==> src/rtl/rte_pkg.sv <==
package rte_pkg;

  localparam int unsigned QDepth = 4;
  localparam int unsigned QAddrW = $clog2(QDepth);
  localparam int unsigned QCntW  = QAddrW + 1;
  localparam int unsigned UnitIdxW = 3;

  localparam logic [15:0] ChBackslash = 16'h005C;
  localparam logic [15:0] ChLowerX    = 16'h0078;
  localparam logic [15:0] ChLowerU    = 16'h0075;

  typedef enum logic [2:0] {
    ESC_LIT  = 3'd0,
    ESC_CHAR = 3'd1,
    ESC_HEX2 = 3'd2,
    ESC_HEX4 = 3'd3,
    ESC_PAIR = 3'd4
  } esc_kind_e;

  typedef struct packed {
    logic [15:0] code_unit;
    logic        string_start;
    logic        string_end;
  } in_item_t;

  typedef struct packed {
    logic [15:0] out_unit;
    logic        last_of_item;
    logic        end_of_string;
  } out_item_t;

  // one escaped code point: kind plus value (pair kind holds cp - 0x10000)
  typedef struct packed {
    esc_kind_e   kind;
    logic [19:0] value;
  } seg_t;

  // all work for one input item: an optional flushed lone lead, then an optional code point
  typedef struct packed {
    logic        lead_valid;
    logic [15:0] lead;
    logic        cp_valid;
    seg_t        cp;
    logic        eos;
  } cmd_t;

  function automatic logic is_alnum(input logic [15:0] u);
    return (u >= 16'h0030 && u <= 16'h0039) || (u >= 16'h0041 && u <= 16'h005A) ||
           (u >= 16'h0061 && u <= 16'h007A);
  endfunction

  function automatic logic is_syntax(input logic [15:0] u);
    logic r;
    case (u)
      16'h005E, 16'h0024, 16'h005C, 16'h002E, 16'h002A, 16'h002B, 16'h003F,
      16'h0028, 16'h0029, 16'h005B, 16'h005D, 16'h007B, 16'h007D, 16'h007C,
      16'h002F: r = 1'b1;
      default:  r = 1'b0;
    endcase
    return r;
  endfunction

  function automatic logic is_punct(input logic [15:0] u);
    logic r;
    case (u)
      16'h002C, 16'h002D, 16'h003D, 16'h003C, 16'h003E, 16'h0023, 16'h0026,
      16'h0021, 16'h0025, 16'h003A, 16'h003B, 16'h0040, 16'h007E, 16'h0027,
      16'h0060, 16'h0022: r = 1'b1;
      default:            r = 1'b0;
    endcase
    return r;
  endfunction

  function automatic logic is_white(input logic [15:0] u);
    return (u >= 16'h0009 && u <= 16'h000D) || u == 16'h0020 || u == 16'h00A0 ||
           u == 16'h1680 || (u >= 16'h2000 && u <= 16'h200A) || u == 16'h2028 ||
           u == 16'h2029 || u == 16'h202F || u == 16'h205F || u == 16'h3000 ||
           u == 16'hFEFF;
  endfunction

  // escape plan for a code point inside the basic plane
  function automatic seg_t classify(input logic [15:0] u, input logic first);
    seg_t s;
    s.kind  = ESC_LIT;
    s.value = {4'h0, u};
    if (first && is_alnum(u)) begin
      s.kind = ESC_HEX2;
    end else if (is_syntax(u)) begin
      s.kind = ESC_CHAR;
    end else if (u >= 16'h0009 && u <= 16'h000D) begin
      s.kind = ESC_CHAR;
      case (u[3:0])
        4'h9:    s.value = 20'h00074;
        4'hA:    s.value = 20'h0006E;
        4'hB:    s.value = 20'h00076;
        4'hC:    s.value = 20'h00066;
        default: s.value = 20'h00072;
      endcase
    end else if (is_punct(u) || is_white(u) || u[15:11] == 5'b11011) begin
      s.kind = (u[15:8] == 8'h00) ? ESC_HEX2 : ESC_HEX4;
    end
    return s;
  endfunction

  function automatic logic [UnitIdxW-1:0] kind_len(input esc_kind_e k);
    logic [UnitIdxW-1:0] n;
    case (k)
      ESC_LIT:  n = UnitIdxW'(1);
      ESC_CHAR: n = UnitIdxW'(2);
      ESC_HEX2: n = UnitIdxW'(4);
      ESC_HEX4: n = UnitIdxW'(6);
      ESC_PAIR: n = UnitIdxW'(2);
      default:  n = UnitIdxW'(1);
    endcase
    return n;
  endfunction

  function automatic logic [15:0] hex_char(input logic [3:0] nib);
    logic [7:0] c;
    c = (nib < 4'd10) ? (8'h30 + {4'h0, nib}) : (8'h57 + {4'h0, nib});
    return {8'h00, c};
  endfunction

endpackage

==> src/rtl/rte_front.sv <==
module rte_front (
  input  logic              clk_i,
  input  logic              rst_ni,
  input  logic              accept_i,
  input  rte_pkg::in_item_t item_i,
  output logic              cmd_push_o,
  output rte_pkg::cmd_t     cmd_o
);

  logic [15:0] pend_lead_q, pend_lead_d;
  logic        pend_valid_q, pend_valid_d;
  logic        at_start_q, at_start_d;

  logic        ast, pv, is_lead, is_trail, hold, emitted;
  logic [15:0] u;
  rte_pkg::cmd_t cmd;

  always_comb begin
    u        = item_i.code_unit;
    ast      = item_i.string_start | at_start_q;
    pv       = ~item_i.string_start & pend_valid_q;
    is_lead  = (u[15:10] == 6'b110110);
    is_trail = (u[15:10] == 6'b110111);
    hold     = 1'b0;
    cmd      = '0;
    cmd.eos  = item_i.string_end;
    if (pv && is_trail) begin
      cmd.cp_valid = 1'b1;
      cmd.cp.kind  = rte_pkg::ESC_PAIR;
      cmd.cp.value = {pend_lead_q[9:0], u[9:0]};
    end else begin
      cmd.lead_valid = pv;
      cmd.lead       = pend_lead_q;
      if (is_lead && !item_i.string_end) begin
        hold = 1'b1;
      end else begin
        cmd.cp_valid = 1'b1;
        // a flushed lead takes the first position of the string
        cmd.cp       = rte_pkg::classify(u, ast & ~pv);
      end
    end
    emitted = cmd.lead_valid | cmd.cp_valid;
  end

  always_comb begin
    pend_lead_d  = pend_lead_q;
    pend_valid_d = pend_valid_q;
    at_start_d   = at_start_q;
    if (accept_i) begin
      pend_valid_d = hold;
      pend_lead_d  = hold ? u : 16'h0000;
      at_start_d   = item_i.string_end | (ast & ~emitted);
    end
  end

  always_ff @(posedge clk_i or negedge rst_ni) begin
    if (!rst_ni) begin
      pend_lead_q  <= 16'h0000;
      pend_valid_q <= 1'b0;
      at_start_q   <= 1'b1;
    end else begin
      pend_lead_q  <= pend_lead_d;
      pend_valid_q <= pend_valid_d;
      at_start_q   <= at_start_d;
    end
  end

  assign cmd_push_o = accept_i & emitted;
  assign cmd_o      = cmd;

endmodule

==> src/rtl/rte_cmd_queue.sv <==
module rte_cmd_queue (
  input  logic          clk_i,
  input  logic          rst_ni,
  input  logic          push_i,
  input  rte_pkg::cmd_t cmd_i,
  output logic          full_o,
  input  logic          pop_i,
  output rte_pkg::cmd_t head_o,
  output logic          empty_o
);

  rte_pkg::cmd_t mem_q [rte_pkg::QDepth];

  logic [rte_pkg::QAddrW-1:0] wr_ptr_q, wr_ptr_d, rd_ptr_q, rd_ptr_d;
  logic [rte_pkg::QCntW-1:0]  count_q, count_d;
  logic do_push, do_pop;

  assign full_o  = (count_q == rte_pkg::QCntW'(rte_pkg::QDepth));
  assign empty_o = (count_q == '0);
  assign do_push = push_i & ~full_o;
  assign do_pop  = pop_i & ~empty_o;
  assign head_o  = mem_q[rd_ptr_q];

  always_comb begin
    wr_ptr_d = wr_ptr_q + rte_pkg::QAddrW'(do_push);
    rd_ptr_d = rd_ptr_q + rte_pkg::QAddrW'(do_pop);
    count_d  = count_q + rte_pkg::QCntW'(do_push) - rte_pkg::QCntW'(do_pop);
  end

  always_ff @(posedge clk_i or negedge rst_ni) begin
    if (!rst_ni) begin
      wr_ptr_q <= '0;
      rd_ptr_q <= '0;
      count_q  <= '0;
    end else begin
      wr_ptr_q <= wr_ptr_d;
      rd_ptr_q <= rd_ptr_d;
      count_q  <= count_d;
    end
  end

  always_ff @(posedge clk_i) begin
    if (do_push) begin
      mem_q[wr_ptr_q] <= cmd_i;
    end
  end

  a_count_bound: assert property (@(posedge clk_i) disable iff (!rst_ni)
    count_q <= rte_pkg::QCntW'(rte_pkg::QDepth))
    else $error("queue count above depth");
  a_no_push_full: assert property (@(posedge clk_i) disable iff (!rst_ni)
    full_o |-> !push_i)
    else $error("front pushed into a full queue");
  a_no_pop_empty: assert property (@(posedge clk_i) disable iff (!rst_ni)
    empty_o |-> !pop_i)
    else $error("back popped an empty queue");

endmodule

==> src/rtl/rte_back.sv <==
module rte_back (
  input  logic               clk_i,
  input  logic               rst_ni,
  input  rte_pkg::cmd_t      head_i,
  input  logic               q_empty_i,
  output logic               q_pop_o,
  output logic               out_valid_o,
  output rte_pkg::out_item_t out_item_o,
  input  logic               out_pop_i
);

  logic [rte_pkg::UnitIdxW-1:0] cnt_q, cnt_d;
  logic                         seg_q, seg_d;
  logic                         out_valid_q, out_valid_d;
  rte_pkg::out_item_t           out_q, out_d;

  logic              step, sel_cp, last_seg, last_entry;
  rte_pkg::esc_kind_e kind;
  logic [19:0]       val;
  logic [15:0]       unit;
  logic [3:0]        nib;

  assign step = ~q_empty_i & (~out_valid_q | out_pop_i);

  always_comb begin
    sel_cp     = seg_q | ~head_i.lead_valid;
    kind       = sel_cp ? head_i.cp.kind : rte_pkg::ESC_HEX4;
    val        = sel_cp ? head_i.cp.value : {4'h0, head_i.lead};
    last_seg   = (cnt_q == rte_pkg::kind_len(kind) - rte_pkg::UnitIdxW'(1));
    last_entry = last_seg & (sel_cp | ~head_i.cp_valid);
  end

  // digit selection for the hex forms
  always_comb begin
    case (cnt_q)
      3'd2:    nib = (kind == rte_pkg::ESC_HEX2) ? val[7:4] : val[15:12];
      3'd3:    nib = (kind == rte_pkg::ESC_HEX2) ? val[3:0] : val[11:8];
      3'd4:    nib = val[7:4];
      default: nib = val[3:0];
    endcase
  end

  always_comb begin
    unit = rte_pkg::ChBackslash;
    case (kind)
      rte_pkg::ESC_LIT: unit = val[15:0];
      rte_pkg::ESC_CHAR: begin
        if (cnt_q != '0) unit = val[15:0];
      end
      rte_pkg::ESC_HEX2, rte_pkg::ESC_HEX4: begin
        if (cnt_q == 3'd1) begin
          unit = (kind == rte_pkg::ESC_HEX2) ? rte_pkg::ChLowerX : rte_pkg::ChLowerU;
        end else if (cnt_q != '0) begin
          unit = rte_pkg::hex_char(nib);
        end
      end
      rte_pkg::ESC_PAIR: begin
        unit = (cnt_q == '0) ? {6'b110110, val[19:10]} : {6'b110111, val[9:0]};
      end
      default: unit = val[15:0];
    endcase
  end

  always_comb begin
    cnt_d       = cnt_q;
    seg_d       = seg_q;
    out_d       = out_q;
    out_valid_d = out_valid_q & ~out_pop_i;
    if (step) begin
      out_valid_d         = 1'b1;
      out_d.out_unit      = unit;
      out_d.last_of_item  = last_entry;
      out_d.end_of_string = last_entry & head_i.eos;
      if (last_entry) begin
        cnt_d = '0;
        seg_d = 1'b0;
      end else if (last_seg) begin
        cnt_d = '0;
        seg_d = 1'b1;
      end else begin
        cnt_d = cnt_q + rte_pkg::UnitIdxW'(1);
      end
    end
  end

  always_ff @(posedge clk_i or negedge rst_ni) begin
    if (!rst_ni) begin
      cnt_q       <= '0;
      seg_q       <= 1'b0;
      out_valid_q <= 1'b0;
    end else begin
      cnt_q       <= cnt_d;
      seg_q       <= seg_d;
      out_valid_q <= out_valid_d;
    end
  end

  always_ff @(posedge clk_i) begin
    out_q <= out_d;
  end

  assign q_pop_o     = step & last_entry;
  assign out_valid_o = out_valid_q;
  assign out_item_o  = out_q;

  a_cnt_range: assert property (@(posedge clk_i) disable iff (!rst_ni)
    cnt_q <= 3'd5)
    else $error("unit index out of range");
  a_seg_has_work: assert property (@(posedge clk_i) disable iff (!rst_ni)
    seg_q |-> (!q_empty_i && head_i.lead_valid && head_i.cp_valid))
    else $error("second segment selected without a code point");
  a_mid_entry: assert property (@(posedge clk_i) disable iff (!rst_ni)
    (cnt_q != '0) |-> !q_empty_i)
    else $error("entry lost while expanding");
  a_pop_on_last: assert property (@(posedge clk_i) disable iff (!rst_ni)
    q_pop_o |=> (out_valid_q && out_q.last_of_item))
    else $error("queue popped without a last unit");

endmodule

==> src/rtl/regex_text_escaper.sv <==
// path: an accepted item's command is queued, then its units are registered in the output stage
// throughput: one input item per cycle while the command queue has room; the back end
// emits one output unit per cycle while the receiver keeps popping, up to 12 units per item
// a held lead surrogate yields no output until the next unit arrives; a new string start drops it
// reset: asynchronous, active low; queue and output stage empty, no lead held,
// next code point treated as the first of a string
module regex_text_escaper (
  input  logic               clk_i,
  input  logic               rst_ni,
  input  logic               push,
  input  rte_pkg::in_item_t  in_item_i,
  output logic               full,
  output logic               empty,
  input  logic               pop,
  output rte_pkg::out_item_t out_item_o
);

  logic          accept, cmd_push, q_full, q_empty, q_pop, out_valid;
  rte_pkg::cmd_t cmd, head;

  assign full   = q_full;
  assign accept = push & ~q_full;
  assign empty  = ~out_valid;

  rte_front u_front (
    .clk_i     (clk_i),
    .rst_ni    (rst_ni),
    .accept_i  (accept),
    .item_i    (in_item_i),
    .cmd_push_o(cmd_push),
    .cmd_o     (cmd)
  );

  rte_cmd_queue u_queue (
    .clk_i  (clk_i),
    .rst_ni (rst_ni),
    .push_i (cmd_push),
    .cmd_i  (cmd),
    .full_o (q_full),
    .pop_i  (q_pop),
    .head_o (head),
    .empty_o(q_empty)
  );

  rte_back u_back (
    .clk_i      (clk_i),
    .rst_ni     (rst_ni),
    .head_i     (head),
    .q_empty_i  (q_empty),
    .q_pop_o    (q_pop),
    .out_valid_o(out_valid),
    .out_item_o (out_item_o),
    .out_pop_i  (pop)
  );

endmodule

==> config.mk <==
export PLATFORM = sky130hd
export DESIGN_NAME = regex_text_escaper
export DESIGN_NICKNAME = d
export VERILOG_FILES = /design/src/rtl/rte_pkg.sv /design/src/rtl/rte_front.sv /design/src/rtl/rte_cmd_queue.sv /design/src/rtl/rte_back.sv /design/src/rtl/regex_text_escaper.sv
export SDC_FILE = /design/constraint.sdc
export NUM_CORES = 1
export LEC_CHECK = 0
export BUFFER_PORTS_ARGS = -buffer_cell sky130_fd_sc_hd__buf_4
export CAP_MARGIN = 5
export CORE_MARGIN = 3
export CORE_UTILIZATION = 34
export CTS_BUF_LIST = sky130_fd_sc_hd__clkbuf_2
export DETAILED_ROUTE_END_ITERATION = 12
export GPL_ROUTABILITY_DRIVEN = 1
export GPL_TIMING_DRIVEN = 0
export HOLD_SLACK_MARGIN = 0.03
export PLACE_DENSITY = 0.48
export RECOVER_POWER = 100
export SLEW_MARGIN = 20
export SYNTH_ARGS = -nofsm -noshare
export SYNTH_HDL_FRONTEND = slang
export SYNTH_SLANG_ARGS = --single-unit
==> constraint.sdc <==
create_clock -name clk_i -period 6.8 [get_ports clk_i]
set_input_delay 0.34 -clock clk_i [delete_from_list [all_inputs] [get_ports clk_i]]
set_output_delay 0.34 -clock clk_i [all_outputs]
set_load 0.01 [all_outputs]
==> results of run 1 <==
cells by family (layout without fill, tap and decap cells):
kind of cell,Yosys count,after routing,synth area share
xor+xnor,7,7,0.006369
other cells,0,2,0
simple gates,182,182,0.09579
compound gates,129,129,0.08890
fa+ha+maj,11,11,0.01508
flops,216,216,0.6583
buf+inv,55,217,0.02352
mux,59,59,0.1120
worst register-to-register path, cell delays in order, from the launching register on:
cell and delay [ns]:
sky130_fd_sc_hd__dfrtp_1 0.39, sky130_fd_sc_hd__clkbuf_1 0.25, sky130_fd_sc_hd__or2_2 0.38, sky130_fd_sc_hd__o22ai_1 0.81, sky130_fd_sc_hd__clkbuf_1 0.78, sky130_fd_sc_hd__or3_1 0.29, sky130_fd_sc_hd__xnor2_1 0.08, sky130_fd_sc_hd__o31a_1 0.25
sky130_fd_sc_hd__o32ai_1 0.34, sky130_fd_sc_hd__a21boi_0 0.43, sky130_fd_sc_hd__and2_1 0.31, sky130_fd_sc_hd__ha_1 0.27, sky130_fd_sc_hd__inv_1 0.06, sky130_fd_sc_hd__ha_1 0.12, sky130_fd_sc_hd__inv_1 0.05, sky130_fd_sc_hd__fa_1 0.37
sky130_fd_sc_hd__xnor2_1 0.19, sky130_fd_sc_hd__xnor2_1 0.16
registers in the layout, summed over array words and instances (netlist names):
name and flops:
u_back.out_valid_o 1, u_front.at_start_q 1, u_front.pend_lead_q 16, u_back.cnt_q 3, u_queue.mem_q 168, u_back.seg_q 1, u_queue.wr_ptr_q 2, u_back.out_item_o 18
u_queue.count_q 3, u_queue.rd_ptr_q 2, u_front.pend_valid_q 1
metrics by stage:
step | cells | setup WS, ns
finish | 1195 | 1.231
global route | 1195 | 0.8717
CTS | 1193 | 2.006
detailed placement | 1078 | 2.022
global placement | 1068 | -1.589
floorplan | 659 | 2.083
final timing paths:
check	cells past startpoint	endpoint	start
worst max-delay path	17	u_queue.count_q[2]	u_queue.rd_ptr_q[0]
worst min-delay path	4	u_front.pend_lead_q[1]	in_item_i[3]
worst max register to register	17	u_queue.count_q[2]	u_queue.rd_ptr_q[0]
worst min register to register	1	u_front.pend_lead_q[15]	u_front.pend_lead_q[15]
max in group asynchronous	4	u_back.seg_q	rst_ni
min in group asynchronous	3	u_front.at_start_q	rst_ni
metal layers:
metal | wire (um) | vias up
li1 | - | 2837
met1 | 10930 | 3135
met2 | 12040 | 225
met3 | 1541 | 42
met4 | 584 | 0
met5 | 0 | -
synthesized netlist by cell type (3+ instances only):
library cell / number / share of area
sky130_fd_sc_hd__nand3_1: 9 / 0.0047
sky130_fd_sc_hd__ha_1: 10 / 0.013
sky130_fd_sc_hd__inv_1: 20 / 0.0078
sky130_fd_sc_hd__clkbuf_1: 24 / 0.0094
sky130_fd_sc_hd__xnor2_1: 4 / 0.0036
sky130_fd_sc_hd__a211o_1: 3 / 0.0027
sky130_fd_sc_hd__a21oi_1: 24 / 0.012
sky130_fd_sc_hd__xor2_1: 3 / 0.0027
sky130_fd_sc_hd__nand4_1: 4 / 0.0026
sky130_fd_sc_hd__o22ai_1: 6 / 0.0039
sky130_fd_sc_hd__buf_2: 4 / 0.0021
sky130_fd_sc_hd__and2_1: 13 / 0.0084
sky130_fd_sc_hd__o21ai_0: 39 / 0.020
sky130_fd_sc_hd__and3_1: 3 / 0.0019
sky130_fd_sc_hd__mux2i_1: 20 / 0.021
sky130_fd_sc_hd__a31o_2: 3 / 0.0027
sky130_fd_sc_hd__nor4_1: 8 / 0.0052
sky130_fd_sc_hd__nand2b_1: 4 / 0.0026
sky130_fd_sc_hd__dfrtp_1: 29 / 0.075
sky130_fd_sc_hd__o41ai_1: 4 / 0.0036
sky130_fd_sc_hd__o221ai_1: 4 / 0.0036
sky130_fd_sc_hd__a21boi_0: 4 / 0.0031
sky130_fd_sc_hd__a31oi_1: 5 / 0.0032
sky130_fd_sc_hd__nor2b_1: 22 / 0.014
sky130_fd_sc_hd__nand3b_1: 3 / 0.0023
sky130_fd_sc_hd__a211oi_1: 4 / 0.0031
sky130_fd_sc_hd__nor3b_1: 6 / 0.0047
sky130_fd_sc_hd__or3_1: 4 / 0.0026
sky130_fd_sc_hd__edfxtp_1: 186 / 0.58
sky130_fd_sc_hd__or2_2: 4 / 0.0026
sky130_fd_sc_hd__nor3_1: 6 / 0.0031
sky130_fd_sc_hd__a21o_1: 7 / 0.0055
sky130_fd_sc_hd__nor2_1: 29 / 0.011
sky130_fd_sc_hd__buf_1: 4 / 0.0016
sky130_fd_sc_hd__nand2_1: 62 / 0.024
sky130_fd_sc_hd__mux4_2: 39 / 0.091
what timing repair did:
item	4_1_cts	5_1_grt
hold buffers	15	0
buffers inserted	0	0
resized for setup	0	0
endpoints found under the hold margin	62	0
final cells by class:
type,instances,area (um^2)
plain buffers,35,142.6
diodes,2,5.005
fillers,2625,16460
clock buffers,91,455.4
flip-flops and latches,216,6337
repair buffers,62,369.1
inverters,20,75.07
multi-input cells,388,3053
clock inverters,9,38.79
well taps,372,465.4
power by group through the flow:
stage | Combinational (W) | Clock (W) | Sequential, W
2_1_floorplan | 0.00122 | 0 | 0.00194
3_3_place_gp | 0.00186 | 0 | 0.00194
3_5_place_dp | 0.00194 | 0 | 0.00193
4_1_cts | 0.00196 | 0.000891 | 0.00190
5_1_grt | 0.00200 | 0.000964 | 0.00193
6_report | 0.00182 | 0.000856 | 0.00190
==> tab_implementation.tex, run 1 <==
\begin{tabular}{lr}
\hline
Metric & Value \\
\hline
\multicolumn{2}{l}{\textbf{Setup path}} \\
\quad Worst EP required & 7.56 ns \\
\quad CP max-delay cell & sky130\_fd\_sc\_hd\_\_o22ai\_1 \\
\quad Most repeated library cell on the critical path & sky130\_fd\_sc\_hd\_\_xnor2\_1 \\
\quad Worst-path cell chain & clkbuf\_1 > or2\_2 > o22ai\_1 > clkbuf\_1 > or3\_1 > xnor2\_1 > o31a\_1 > o32ai\_1 > a21boi\_0 > and2\_1 > ha\_1 > inv\_1 > ha\_1 > inv\_1 > fa\_1 > xnor2\_1 > xnor2\_1 \\
\quad Element type at the critical path start & register \\
\quad Arrival time at the worst endpoint & roughly 6.3 ns \\
\quad Dominant delay contributor by cell family on the critical path & compound AO/OA/AOI/OAI gates \\
\quad Buffers \& Inverters on Critical Path & 4 \\
\quad Critical path type & register to register \\
\quad Worst reg-to-reg setup slack & between 1 and 1.5 ns \\
\quad Highest cell delay on the worst timing path & 0.81 ns \\
\quad Setup crit end kind & register \\
\quad Max FO, Critical Path & 10 \\
\multicolumn{2}{l}{\textbf{Detailed routing}} \\
\quad WL per Instance & approximately 21 um \\
\quad Detailed-routing iteration count for the pre-antenna-repair pass & 5 \\
\quad Mean number of vias per cell & roughly 5.2 \\
\quad DRC errors left & 0 \\
\quad Initial detailed-routing violation count & 522 \\
\quad Via count & 6,239 \\
\quad Wire length after detailed routing & between 20,000 and 30,000 um \\
\quad Count of nets left with antenna violations after detail routing & 0 \\
\multicolumn{2}{l}{\textbf{Global route}} \\
\quad Wire length of the first global-routing pass & between 30,000 and 40,000 um \\
\quad Total gr overflow & 0 \\
\quad Maximum number of pins on one net before global-route repair & 38 \\
\quad Number of antenna violations at the first check in global routing & 2 \\
\quad Met3 Usage GRT & 0.03801 \\
\quad Met1 Use GR & 0.2195 \\
\quad Global-route usage over all layers & 0.1658 \\
\quad Number of global-route vias before repair & 6,302 \\
\quad Met2 routing resource usage after global routing & 0.2708 \\
\quad Grt peak-use layer & met2 \\
\multicolumn{2}{l}{\textbf{Pwr}} \\
\quad Sequential share of power & 0.415 \\
\quad Proportion of power drawn by combinational gates & 0.398 \\
\quad IR drop worst, VDD & 0.1468 mV \\
\quad Static Leakage & just under 4 nW \\
\quad Clock share of power & 0.187 \\
\quad Power spent charging and discharging nets & $\sim$0.0017 W \\
\quad Ratio of total power to cell area & around 420 nW/um\^{}2 \\
\quad Final total power & 0.004575 W \\
\quad Cell-internal power & $\sim$0.0028 W \\
\quad Switching Fraction & 0.3801 \\
\multicolumn{2}{l}{\textbf{CTS}} \\
\quad Max clock buf depth & 3 \\
\quad CTS tree & yes \\
\quad Clock-pin slew on the worst setup and hold paths & approximately 0.12 ns \\
\quad Clock latency reported for the late side of the worst-skew pair & approximately 0.84 ns \\
\quad Clock buffer count from CTS & 54 \\
\quad Buffer cell driving the clock tree root & sky130\_fd\_sc\_hd\_\_clkbuf\_2 \\
\quad H-tree levels & 2 \\
\quad Clock net sink count & between 200 and 250 \\
\multicolumn{2}{l}{\textbf{Synthesis}} \\
\quad Number of synthesized register bits & around 220 \\
\quad Main synth FF type & sky130\_fd\_sc\_hd\_\_edfxtp\_1 \\
\quad Post-synthesis cell area & 9627 um\^{}2 \\
\quad Library cells used by synthesis & 67 \\
\quad Count of flip-flops with a built-in enable after synthesis & approximately 190 \\
\quad Number of nets produced by synthesis & between 600 and 700 \\
\quad Async set-or-reset flop fraction in the synthesized netlist & 0.1389 \\
\quad Sequential cell area fraction in the yosys report & 0.6583 \\
\quad Number of standard cells after synthesis & $\sim$660 \\
\quad Number of warnings printed during yosys synthesis & 0 \\
\quad Per-instance average area after synthesis & between 10 and 15 um\^{}2 \\
\multicolumn{2}{l}{\textbf{Timing}} \\
\quad Worst-case headroom to the max-slew limit & -0.7152 \\
\quad Clock Skew & 0.1020 ns \\
\quad TNS Setup & 0 ns \\
\quad Final worst hold slack & about 0.13 ns \\
\quad Post-route minimum period & $\sim$5.6 ns \\
\quad Setup-violating endpoint count in the final report & 0 \\
\quad Hold Fails Final Rpt & 0 \\
\quad Maximum operating frequency & 179.6 MHz \\
\quad Final clock period utilization by the worst path & 0.8189 \\
\quad Count of pins over their slew limit & 103 \\
\quad RSZ-0062 raised after global routing & false \\
\quad Actual transition at the worst max-transition pin & around 2.6 ns \\
\multicolumn{2}{l}{\textbf{Run}} \\
\quad Max Cap Violations & 3 \\
\multicolumn{2}{l}{\textbf{Place}} \\
\quad HPWL after DPL & around 17,000 um \\
\quad Placed cell areas & roughly 11,000 um\^{}2 \\
\quad GP Congestion & around 0.86 \\
\quad IO Port Bufs & 37 \\
\multicolumn{2}{l}{\textbf{Outcome}} \\
\quad Failing checks & max-capacitance violations, max-slew violations \\
\quad Result of the run & finished, violations left \\
\multicolumn{2}{l}{\textbf{Floorplan}} \\
\quad Core ar. & 27,400 um\^{}2 \\
\quad Die extent in x & approximately 170 um \\
\quad Die Area & 30,370 um\^{}2 \\
\quad Die height & roughly 170 um \\
\quad Starting Density & 0.3513 \\
\quad Top-Level Pins & 42 \\
\quad Std-Cell Rows & 60 \\
\multicolumn{2}{l}{\textbf{Final layout}} \\
\quad Signed area change from the synthesized netlist to the final layout & 13.66\% \\
\quad Leading cell types in the layout, fill and taps excluded & sky130\_fd\_sc\_hd\_\_edfxtp\_1 (186), sky130\_fd\_sc\_hd\_\_clkbuf\_2 (91), sky130\_fd\_sc\_hd\_\_nand2\_1 (62), sky130\_fd\_sc\_hd\_\_clkbuf\_1 (61), sky130\_fd\_sc\_hd\_\_o21ai\_0 (40) \\
\quad Most common cell after layout, fill and taps aside & sky130\_fd\_sc\_hd\_\_edfxtp\_1 \\
\quad Fraction of final layout cells sized beyond drive strength 1 & 0.1961 \\
\quad Final cell utilization of the core & 0.3993 \\
\quad Cell area after layout & about 11,000 um\^{}2 \\
\quad Final layout net count & 810 \\
\multicolumn{2}{l}{\textbf{Min path}} \\
\quad Type of the most critical hold path & input port to register \\
\hline
\end{tabular}
Power figures use the tool's default switching activity.
==> run 2, diff against run 1 <==
--- a/config.mk
+++ b/config.mk
@@ -5,6 +5,7 @@
 export SDC_FILE = /design/constraint.sdc
 export NUM_CORES = 1
 export LEC_CHECK = 0
+export ABC_AREA = 1
 export BUFFER_PORTS_ARGS = -buffer_cell sky130_fd_sc_hd__buf_4
 export CAP_MARGIN = 5
 export CORE_MARGIN = 3
==> constraint.sdc (replaced) <==
create_clock -name clk_i -period 5.2 [get_ports clk_i]
set_input_delay 0.26 -clock clk_i [delete_from_list [all_inputs] [get_ports clk_i]]
set_output_delay 0.26 -clock clk_i [all_outputs]
set_load 0.01 [all_outputs]
==> run 2 against run 1 <==
Effect of this change: critical path depth up 5; cell area up 8.2%; the flow still finishes with violations (max-capacitance violations, max-slew violations); highest routed layer unchanged; total power up 52%; die area up 6.2%.
==> tab_implementation.tex, run 2 <==
\begin{tabular}{lr}
\hline
Metric & Value \\
\hline
\multicolumn{2}{l}{\textbf{Outcome}} \\
\quad Result of the run & finished, violations left \\
\quad Failing checks & max-capacitance violations, max-slew violations \\
\multicolumn{2}{l}{\textbf{Setup path}} \\
\quad Worst EP required & 5.91 ns \\
\quad Highest cell delay on the worst timing path & roughly 0.5 ns \\
\quad CP max-delay cell & sky130\_fd\_sc\_hd\_\_clkbuf\_1 \\
\quad Buffers \& Inverters on Critical Path & 7 \\
\quad Element type at the critical path start & register \\
\quad Most repeated library cell on the critical path & sky130\_fd\_sc\_hd\_\_nand2\_1 \\
\quad Dominant delay contributor by cell family on the critical path & buffers and inverters \\
\quad Arrival time at the worst endpoint & between 4 and 5 ns \\
\quad Critical path type & register to register \\
\quad Worst-path cell chain & clkbuf\_1 > inv\_6 > nand2\_1 > nand2\_1 > nand2\_1 > nand2\_1 > o21ai\_4 > inv\_2 > nand2\_1 > inv\_2 > nand2\_1 > xor2\_2 > nand2\_1 > clkinv\_1 > nand2\_1 > a21oi\_2 > ha\_1 > inv\_1 > ha\_1 > inv\_1 > fa\_1 > xor2\_1 \\
\quad Setup crit end kind & register \\
\quad Worst reg-to-reg setup slack & between 0.9 and 1 ns \\
\quad Max FO, Critical Path & 10 \\
\multicolumn{2}{l}{\textbf{Run}} \\
\quad Max Cap Violations & 1 \\
\multicolumn{2}{l}{\textbf{Final layout}} \\
\quad Most common cell after layout, fill and taps aside & sky130\_fd\_sc\_hd\_\_nand2\_1 \\
\quad Signed area change from the synthesized netlist to the final layout & 15.52\% \\
\quad Filler cell count & between 3,000 and 4,000 \\
\quad Largest register FFs & around 170 \\
\quad Final layout net count & 1,199 \\
\quad Leading cell types in the layout, fill and taps excluded & sky130\_fd\_sc\_hd\_\_nand2\_1 (190), sky130\_fd\_sc\_hd\_\_edfxtp\_1 (186), sky130\_fd\_sc\_hd\_\_nor2\_1 (143), sky130\_fd\_sc\_hd\_\_inv\_1 (106), sky130\_fd\_sc\_hd\_\_o21ai\_0 (90) \\
\quad Fraction of final layout cells sized beyond drive strength 1 & 0.1512 \\
\quad Top reg by flops & u\_queue.mem\_q \\
\multicolumn{2}{l}{\textbf{Timing}} \\
\quad Maximum operating frequency & roughly 240 MHz \\
\quad Count of pins over their slew limit & 30 \\
\quad Post-route minimum period & between 4 and 5 ns \\
\quad Clock Skew & 0.05335 ns \\
\quad Worst-case headroom to the max-slew limit & -0.1702 \\
\quad Hold Fails Final Rpt & 0 \\
\quad Setup-violating endpoint count in the final report & 0 \\
\quad Actual transition at the worst max-transition pin & $\sim$1.8 ns \\
\quad TNS Setup & 0 ns \\
\quad RSZ-0062 raised after global routing & false \\
\quad Final clock period utilization by the worst path & 0.8129 \\
\multicolumn{2}{l}{\textbf{Synthesis}} \\
\quad Main synth FF type & sky130\_fd\_sc\_hd\_\_edfxtp\_1 \\
\quad Number of synthesized register bits & 216 \\
\quad Leading cell types by total area after synthesis & sky130\_fd\_sc\_hd\_\_edfxtp\_1 (54\%), sky130\_fd\_sc\_hd\_\_dfrtp\_1 (7.1\%), sky130\_fd\_sc\_hd\_\_nand2\_1 (6.8\%) \\
\quad Number of standard cells after synthesis & roughly 1,000 \\
\quad Number of nets produced by synthesis & roughly 1,000 \\
\quad Per-instance average area after synthesis & 10.15 um\^{}2 \\
\quad Async set-or-reset flop fraction in the synthesized netlist & 0.1389 \\
\quad Sequential cell area fraction in the yosys report & 0.6184 \\
\quad Cell type contributing the most total cell area after synthesis & sky130\_fd\_sc\_hd\_\_edfxtp\_1 \\
\quad Count of flip-flops with a built-in enable after synthesis & 186 \\
\quad Commonest cells in the synthesized netlist & sky130\_fd\_sc\_hd\_\_nand2\_1 (187), sky130\_fd\_sc\_hd\_\_edfxtp\_1 (186), sky130\_fd\_sc\_hd\_\_nor2\_1 (143) \\
\quad Library cells used by synthesis & slightly above 50 \\
\quad Post-synthesis cell area & between 10,000 and 15,000 um\^{}2 \\
\quad Share of Yosys cell area claimed by the top area cell type & 0.5450 \\
\quad Number of warnings printed during yosys synthesis & 0 \\
\quad Most repeated cell in the gate-level netlist after synthesis & sky130\_fd\_sc\_hd\_\_nand2\_1 \\
\multicolumn{2}{l}{\textbf{CTS}} \\
\quad Max clock buf depth & 3 \\
\quad Buffer cell driving the clock tree root & sky130\_fd\_sc\_hd\_\_clkbuf\_2 \\
\quad CTS tree & yes \\
\quad Clock latency reported for the late side of the worst-skew pair & between 0.8 and 0.9 ns \\
\quad Post-CTS Resized & 0 \\
\quad H-tree levels & 2 \\
\quad Clock net sink count & between 200 and 250 \\
\quad Count of buffers added by post-CTS timing repair for setup & 0 \\
\quad Clock-pin slew on the worst setup and hold paths & $\sim$0.10 ns \\
\quad Clock buffer count from CTS & between 50 and 60 \\
\quad Post-CTS Hold Fix Bufs & 28 \\
\multicolumn{2}{l}{\textbf{Detailed routing}} \\
\quad Mean number of vias per cell & 4.910 \\
\quad Wire length after detailed routing & 29,150 um \\
\quad DRC errors left & 0 \\
\quad Via count & just under 8,000 \\
\quad Initial detailed-routing violation count & between 500 and 600 \\
\quad Detailed-routing iteration count for the pre-antenna-repair pass & 5 \\
\quad Count of nets left with antenna violations after detail routing & 0 \\
\quad WL per Instance & 18.28 um \\
\multicolumn{2}{l}{\textbf{Pwr}} \\
\quad IR drop worst, VDD & $\sim$0.21 mV \\
\quad Power spent charging and discharging nets & around 0.0031 W \\
\quad Proportion of power drawn by combinational gates & 0.480 \\
\quad Final total power & around 0.0070 W \\
\quad Sequential share of power & 0.353 \\
\quad Static Leakage & slightly below 5 nW \\
\quad Cell-internal power & $\sim$0.0038 W \\
\quad Ratio of total power to cell area & 588.8 nW/um\^{}2 \\
\quad Clock share of power & 0.167 \\
\quad Switching Fraction & 0.4492 \\
\multicolumn{2}{l}{\textbf{Global route}} \\
\quad Total gr overflow & 0 \\
\quad Maximum number of pins on one net before global-route repair & 30 \\
\quad Wire length of the first global-routing pass & between 40,000 and 50,000 um \\
\quad Number of antenna violations at the first check in global routing & 1 \\
\quad Number of global-route vias before repair & about 7,700 \\
\quad Global-route usage over all layers & 0.1764 \\
\multicolumn{2}{l}{\textbf{Place}} \\
\quad HPWL after DPL & approximately 21,000 um \\
\quad IO Port Bufs & 41 \\
\quad GP Congestion & a little under 0.9 \\
\multicolumn{2}{l}{\textbf{Floorplan}} \\
\quad Starting Density & 0.3514 \\
\quad Die Area & around 32,000 um\^{}2 \\
\quad Top-Level Pins & 42 \\
\quad Die extent in x & 179.6 um \\
\quad Core ar. & roughly 29,000 um\^{}2 \\
\quad Die height & between 150 and 200 um \\
\quad Std-Cell Rows & 62 \\
\multicolumn{2}{l}{\textbf{Min path}} \\
\quad Type of the most critical hold path & input port to register \\
\hline
\end{tabular}
[run 2: changes by cell type after synthesis, sizes merged, moves of 14 or more]
cell and change:
nor2b -22, o22ai +31, clkbuf -14, inv +92
mux2i -19, o21ai +59, nand2 +145, nand3 +40
nor2 +119, buf +15, mux4 -39
[run 2: cell families (layout without fill, tap and decap cells)]
logic type | Yosys count | count (layout) | synth area share
flip-flops | 216 | 216 | 0.6184
AND/OR/NAND/NOR | 438 | 438 | 0.1870
adder cells (fa/ha/maj) | 11 | 11 | 0.01416
XOR/XNOR | 4 | 4 | 0.004152
multiplexers | 1 | 1 | 0.002197
other | 0 | 1 | 0
buffers and inverters | 155 | 355 | 0.06947
AO/OA/AOI/OAI | 185 | 185 | 0.1046
[run 2: worst register-to-register path: cells and delay by family, from the launching register on]
kind,cells,cell delay [ns]
buffers and inverters,7,0.92
AO/OA/AOI/OAI,2,0.71
XOR/XNOR,2,0.33
adder cells (fa/ha/maj),3,0.80
AND/OR/NAND/NOR,8,0.91
flip-flops,1,0.42
[run 2: final cells by class]
| type | instances | area [um^2] | share of cell area |
|---|---|---|---|
| plain buffers | 36 | 231.5 | 0.01955 |
| multi-input cells | 639 | 3182 | 0.2688 |
| clock inverters | 16 | 66.31 | 0.005601 |
| repair buffers | 95 | 626.9 | 0.05295 |
| flip-flops and latches | 216 | 6337 | 0.5353 |
| inverters | 119 | 466.7 | 0.03942 |
| diodes | 1 | 2.502 | 0.0002114 |
| clock buffers | 89 | 445.4 | 0.03762 |
| well taps | 384 | 480.5 | 0.04058 |
[run 2: worst paths after layout]
kind | from | endpoint | depth (start not counted)
max | u_queue.rd_ptr_q[0] | u_queue.count_q[2] | 22
min | pop | u_back.out_valid_o | 3
max reg2reg | u_queue.rd_ptr_q[0] | u_queue.count_q[2] | 22
min reg2reg | u_front.pend_lead_q[10] | u_front.pend_lead_q[10] | 2
max in group asynchronous | rst_ni | u_back.cnt_q[2] | 4
min in group asynchronous | rst_ni | u_front.at_start_q | 3
[run 2: per-layer routing]
layer / vias up / track usage / routed length, um
met5: - / 0 / 0
met4: 0 / 0.05600 / 589
met3: 46 / 0.02728 / 1527
met2: 228 / 0.2852 / 13540
met1: 3748 / 0.2454 / 13490
li1: 3810 / - / -
[run 2: power groups by stage]
stage / logic [W] / registers (W) / clock network [W]
after floorplan: 0.00227 / 0.00255 / 0
after CTS: 0.00354 / 0.00247 / 0.00122
after detailed placement: 0.00352 / 0.00251 / 0
final: 0.00335 / 0.00246 / 0.00116
after global routing: 0.00372 / 0.00250 / 0.00130
after global placement: 0.00338 / 0.00256 / 0
[run 2: per-stage QoR]
step / cell area, um^2 / setup slack [ns] / hold slack [ns] / util / std cells
final: 11840 / 0.9729 / 0.1360 / 0.4059 / 1595
after detailed placement: 11300 / 1.491 / 0.2311 / 0.3874 / 1461
after global placement: 11040 / -2.838 / 0.2245 / 0.3784 / 1435
after global routing: 11840 / 0.6295 / 0.07841 / 0.4059 / 1595
after floorplan: 10250 / 0.6430 / -0.03559 / - / 1010
after CTS: 12100 / 1.456 / 0.03455 / 0.4149 / 1594
==> run 3, diff against run 2 <==
--- a/config.mk
+++ b/config.mk
@@ -5,7 +5,7 @@
 export SDC_FILE = /design/constraint.sdc
 export NUM_CORES = 1
 export LEC_CHECK = 0
-export ABC_AREA = 1
+export ABC_AREA = 0
 export BUFFER_PORTS_ARGS = -buffer_cell sky130_fd_sc_hd__buf_4
 export CAP_MARGIN = 5
 export CORE_MARGIN = 3
==> constraint.sdc (replaced) <==
create_clock -name clk_i -period 3.9 [get_ports clk_i]
set_input_delay 0.195 -clock clk_i [delete_from_list [all_inputs] [get_ports clk_i]]
set_output_delay 0.195 -clock clk_i [all_outputs]
set_load 0.01 [all_outputs]
==> run 3 against run 2 <==
Effect of this change: clock skew grew 0.047 ns; combinational power grew 3%; core utilization grew 0.96 points; final cell count shrank 24%; the flow finishes with violations (max-capacitance violations, max-slew violations, negative setup slack); global-route usage shrank 0.89 points; first-iteration DRC count shrank 14%; clock power grew 32%; total power grew 19%; non-clock buffer count shrank 17; register-to-register slack lost 0.99 ns; fmax grew 8.1%.
==> tab_implementation.tex, run 3 (synthesis gave the netlist of run 1 again) <==
\begin{tabular}{lr}
\hline
Metric & Value \\
\hline
\multicolumn{2}{l}{\textbf{Floorplan}} \\
\quad Top-Level Pins & 42 \\
\quad Die height & 174.3 um \\
\quad Die Area & about 30,000 um\^{}2 \\
\quad Core ar. & $\sim$27,000 um\^{}2 \\
\quad Die extent in x & 174.3 um \\
\quad Starting Density & 0.3513 \\
\quad Std-Cell Rows & 60 \\
\multicolumn{2}{l}{\textbf{Global route}} \\
\quad Global-route usage over all layers & 0.1675 \\
\quad Total gr overflow & 0 \\
\quad Number of antenna violations at the first check in global routing & 1 \\
\quad Number of global-route vias before repair & between 6,000 and 7,000 \\
\quad Wire length of the first global-routing pass & between 30,000 and 40,000 um \\
\quad Maximum number of pins on one net before global-route repair & 43 \\
\multicolumn{2}{l}{\textbf{Timing}} \\
\quad Clock Skew & 0.1001 ns \\
\quad Actual transition at the worst max-transition pin & 1.953 ns \\
\quad Setup slack of the critical path after layout & -0.01210 ns \\
\quad RSZ-0062 raised after global routing & true \\
\quad Setup-violating endpoint count in the final report & 1 \\
\quad TNS Setup & -0.01210 ns \\
\quad Post-route minimum period & around 3.9 ns \\
\quad Hold Fails Final Rpt & 0 \\
\quad Final clock period utilization by the worst path & 1.003 \\
\quad Count of pins over their slew limit & 30 \\
\quad Final worst hold slack & 0.1218 ns \\
\quad Worst-case headroom to the max-slew limit & -0.3018 \\
\quad Maximum operating frequency & between 200 and 300 MHz \\
\multicolumn{2}{l}{\textbf{CTS}} \\
\quad CTS tree & yes \\
\quad Max clock buf depth & 3 \\
\quad H-tree levels & 2 \\
\quad Clock latency reported for the late side of the worst-skew pair & roughly 0.86 ns \\
\quad Clock buffer count from CTS & 55 \\
\quad Clock net sink count & 216 \\
\quad Clock-pin slew on the worst setup and hold paths & around 0.10 ns \\
\quad Buffer cell driving the clock tree root & sky130\_fd\_sc\_hd\_\_clkbuf\_2 \\
\multicolumn{2}{l}{\textbf{Pwr}} \\
\quad Ratio of total power to cell area & about 730 nW/um\^{}2 \\
\quad IR drop worst, VDD & approximately 0.22 mV \\
\quad Static Leakage & 4.046 nW \\
\multicolumn{2}{l}{\textbf{Setup path}} \\
\quad Worst reg2reg path startpoint & u\_queue.rd\_ptr\_q[1] \\
\quad End of the critical path & u\_back.out\_item\_o[4] \\
\quad Setup crit end kind & register \\
\quad Worst EP required & around 4.5 ns \\
\quad Critical path type & register to register \\
\quad R2r endpoint & u\_back.out\_item\_o[4] \\
\quad Register-to-Register Path Depth & 11 \\
\quad Max FO, Critical Path & 10 \\
\quad Arrival time at the worst endpoint & between 4 and 5 ns \\
\quad Critical path startpoint & u\_queue.rd\_ptr\_q[1] \\
\quad Worst reg-to-reg setup slack & -0.01 ns \\
\quad CP max-delay cell & sky130\_fd\_sc\_hd\_\_o22a\_1 \\
\quad Worst-path cell chain & buf\_12 > mux2i\_4 > o22a\_1 > mux4\_2 > mux2i\_1 > o221a\_2 > ha\_1 > inv\_1 > or4b\_1 > o2111a\_1 > o21ai\_2 \\
\quad Highest cell delay on the worst timing path & roughly 0.56 ns \\
\quad Element type at the critical path start & register \\
\multicolumn{2}{l}{\textbf{Outcome}} \\
\quad Failing checks & max-capacitance violations, max-slew violations, negative setup slack \\
\quad Result of the run & finished, violations left \\
\multicolumn{2}{l}{\textbf{Detailed routing}} \\
\quad Wire length after detailed routing & $\sim$25,000 um \\
\quad Detailed-routing iteration count for the pre-antenna-repair pass & 5 \\
\quad DRC errors left & 0 \\
\quad Initial detailed-routing violation count & 480 \\
\quad Via count & between 6,000 and 7,000 \\
\quad Count of nets left with antenna violations after detail routing & 0 \\
\quad Mean number of vias per cell & 5.202 \\
\quad WL per Instance & between 20 and 25 um \\
\multicolumn{2}{l}{\textbf{Final layout}} \\
\quad Top reg by flops & u\_queue.mem\_q \\
\quad Signed area change from the synthesized netlist to the final layout & 18.26\% \\
\quad Cell area after layout & 11,380 um\^{}2 \\
\quad Register cell area after layout & $\sim$6300 um\^{}2 \\
\quad Filler cell count & roughly 2,600 \\
\quad Area of the multi-input gates & about 3200 um\^{}2 \\
\quad Count of non-filler cells in the finished layout & roughly 1,200 \\
\quad Final layout net count & about 830 \\
\quad Leading cell types in the layout, fill and taps excluded & sky130\_fd\_sc\_hd\_\_edfxtp\_1 (186), sky130\_fd\_sc\_hd\_\_clkbuf\_2 (77), sky130\_fd\_sc\_hd\_\_nand2\_1 (62), sky130\_fd\_sc\_hd\_\_clkbuf\_1 (45), sky130\_fd\_sc\_hd\_\_mux4\_2 (39) \\
\quad Most common cell after layout, fill and taps aside & sky130\_fd\_sc\_hd\_\_edfxtp\_1 \\
\quad Fraction of final layout cells sized beyond drive strength 1 & 0.2220 \\
\quad Largest register FFs & 168 \\
\multicolumn{2}{l}{\textbf{Place}} \\
\quad IO Port Bufs & 37 \\
\quad HPWL after DPL & approximately 17,000 um \\
\quad Placed cell areas & $\sim$11,000 um\^{}2 \\
\quad GP Congestion & roughly 0.87 \\
\quad Post-Place Worst Slack & -0.8535 ns \\
\quad Count of placed standard cells including taps & between 1,000 and 1,500 \\
\multicolumn{2}{l}{\textbf{Run}} \\
\quad Max Cap Violations & 1 \\
\multicolumn{2}{l}{\textbf{Min path}} \\
\quad Type of the most critical hold path & input port to register \\
\hline
\end{tabular}
## run 3: worst min path at each step
stage | depth (start not counted) | slack, ns | start | to
finish | 3 | 0.12 | pop | u_back.out_valid_o
global route | 3 | 0.06 | pop | u_back.out_valid_o
CTS | 3 | 0.06 | pop | u_back.out_valid_o
detailed placement | 1 | 0.18 | rst_ni | u_back.out_valid_o
global placement | 1 | 0.17 | rst_ni | u_back.out_valid_o
floorplan | 0 | -0.10 | rst_ni | u_back.cnt_q[0]
## run 3: area by class of cell
type	instances	share of cell area
sequential	216	0.5567
multi-input combinational	388	0.2774
timing repair buffer	81	0.05737
tap	372	0.04088
clock buffer	76	0.03341
buffer	33	0.01605
clock inverter	24	0.01143
inverter	20	0.006594
antenna	1	0.0002198
## run 3: what timing repair did
action	4_1_cts	5_1_grt
pin swaps	1	5
gates resized for setup	23	5
hold buffers	31	0
setup buffers	4	2
hold endpoints to repair	111	0
setup endpoints to repair	10	3
## run 3: worst max-delay path, delay by kind of cell (launching register included)
family          cells  cell delay (ns)
compound gates      4             1.23
simple gates        1             0.51
flops               1             0.39
fa+ha+maj           1             0.18
buf+inv             2             0.21
mux                 3             1.20
## run 3: through the flow
step | util | power, W
floorplan | - | 0.005516
global placement | 0.3786 | 0.006607
detailed placement | 0.3843 | 0.006733
CTS | 0.4190 | 0.008463
global route | 0.4155 | 0.008831
finish | 0.4155 | 0.008290
## run 3: where the power goes
part           total [W]  internal [W]  switching [W]
clock network    0.00153      0.000606       0.000922
logic            0.00345       0.00139        0.00205
registers        0.00332       0.00314       0.000174
## run 3: routing by layer
layer / part of all wire / track usage / vias to the layer above
li1: - / - / 2870
met3: 0.048 / 0.02862 / 50
met2: 0.49 / 0.2822 / 214
met5: 0 / 0 / -
met4: 0.021 / 0.05328 / 0
met1: 0.44 / 0.2216 / 3166
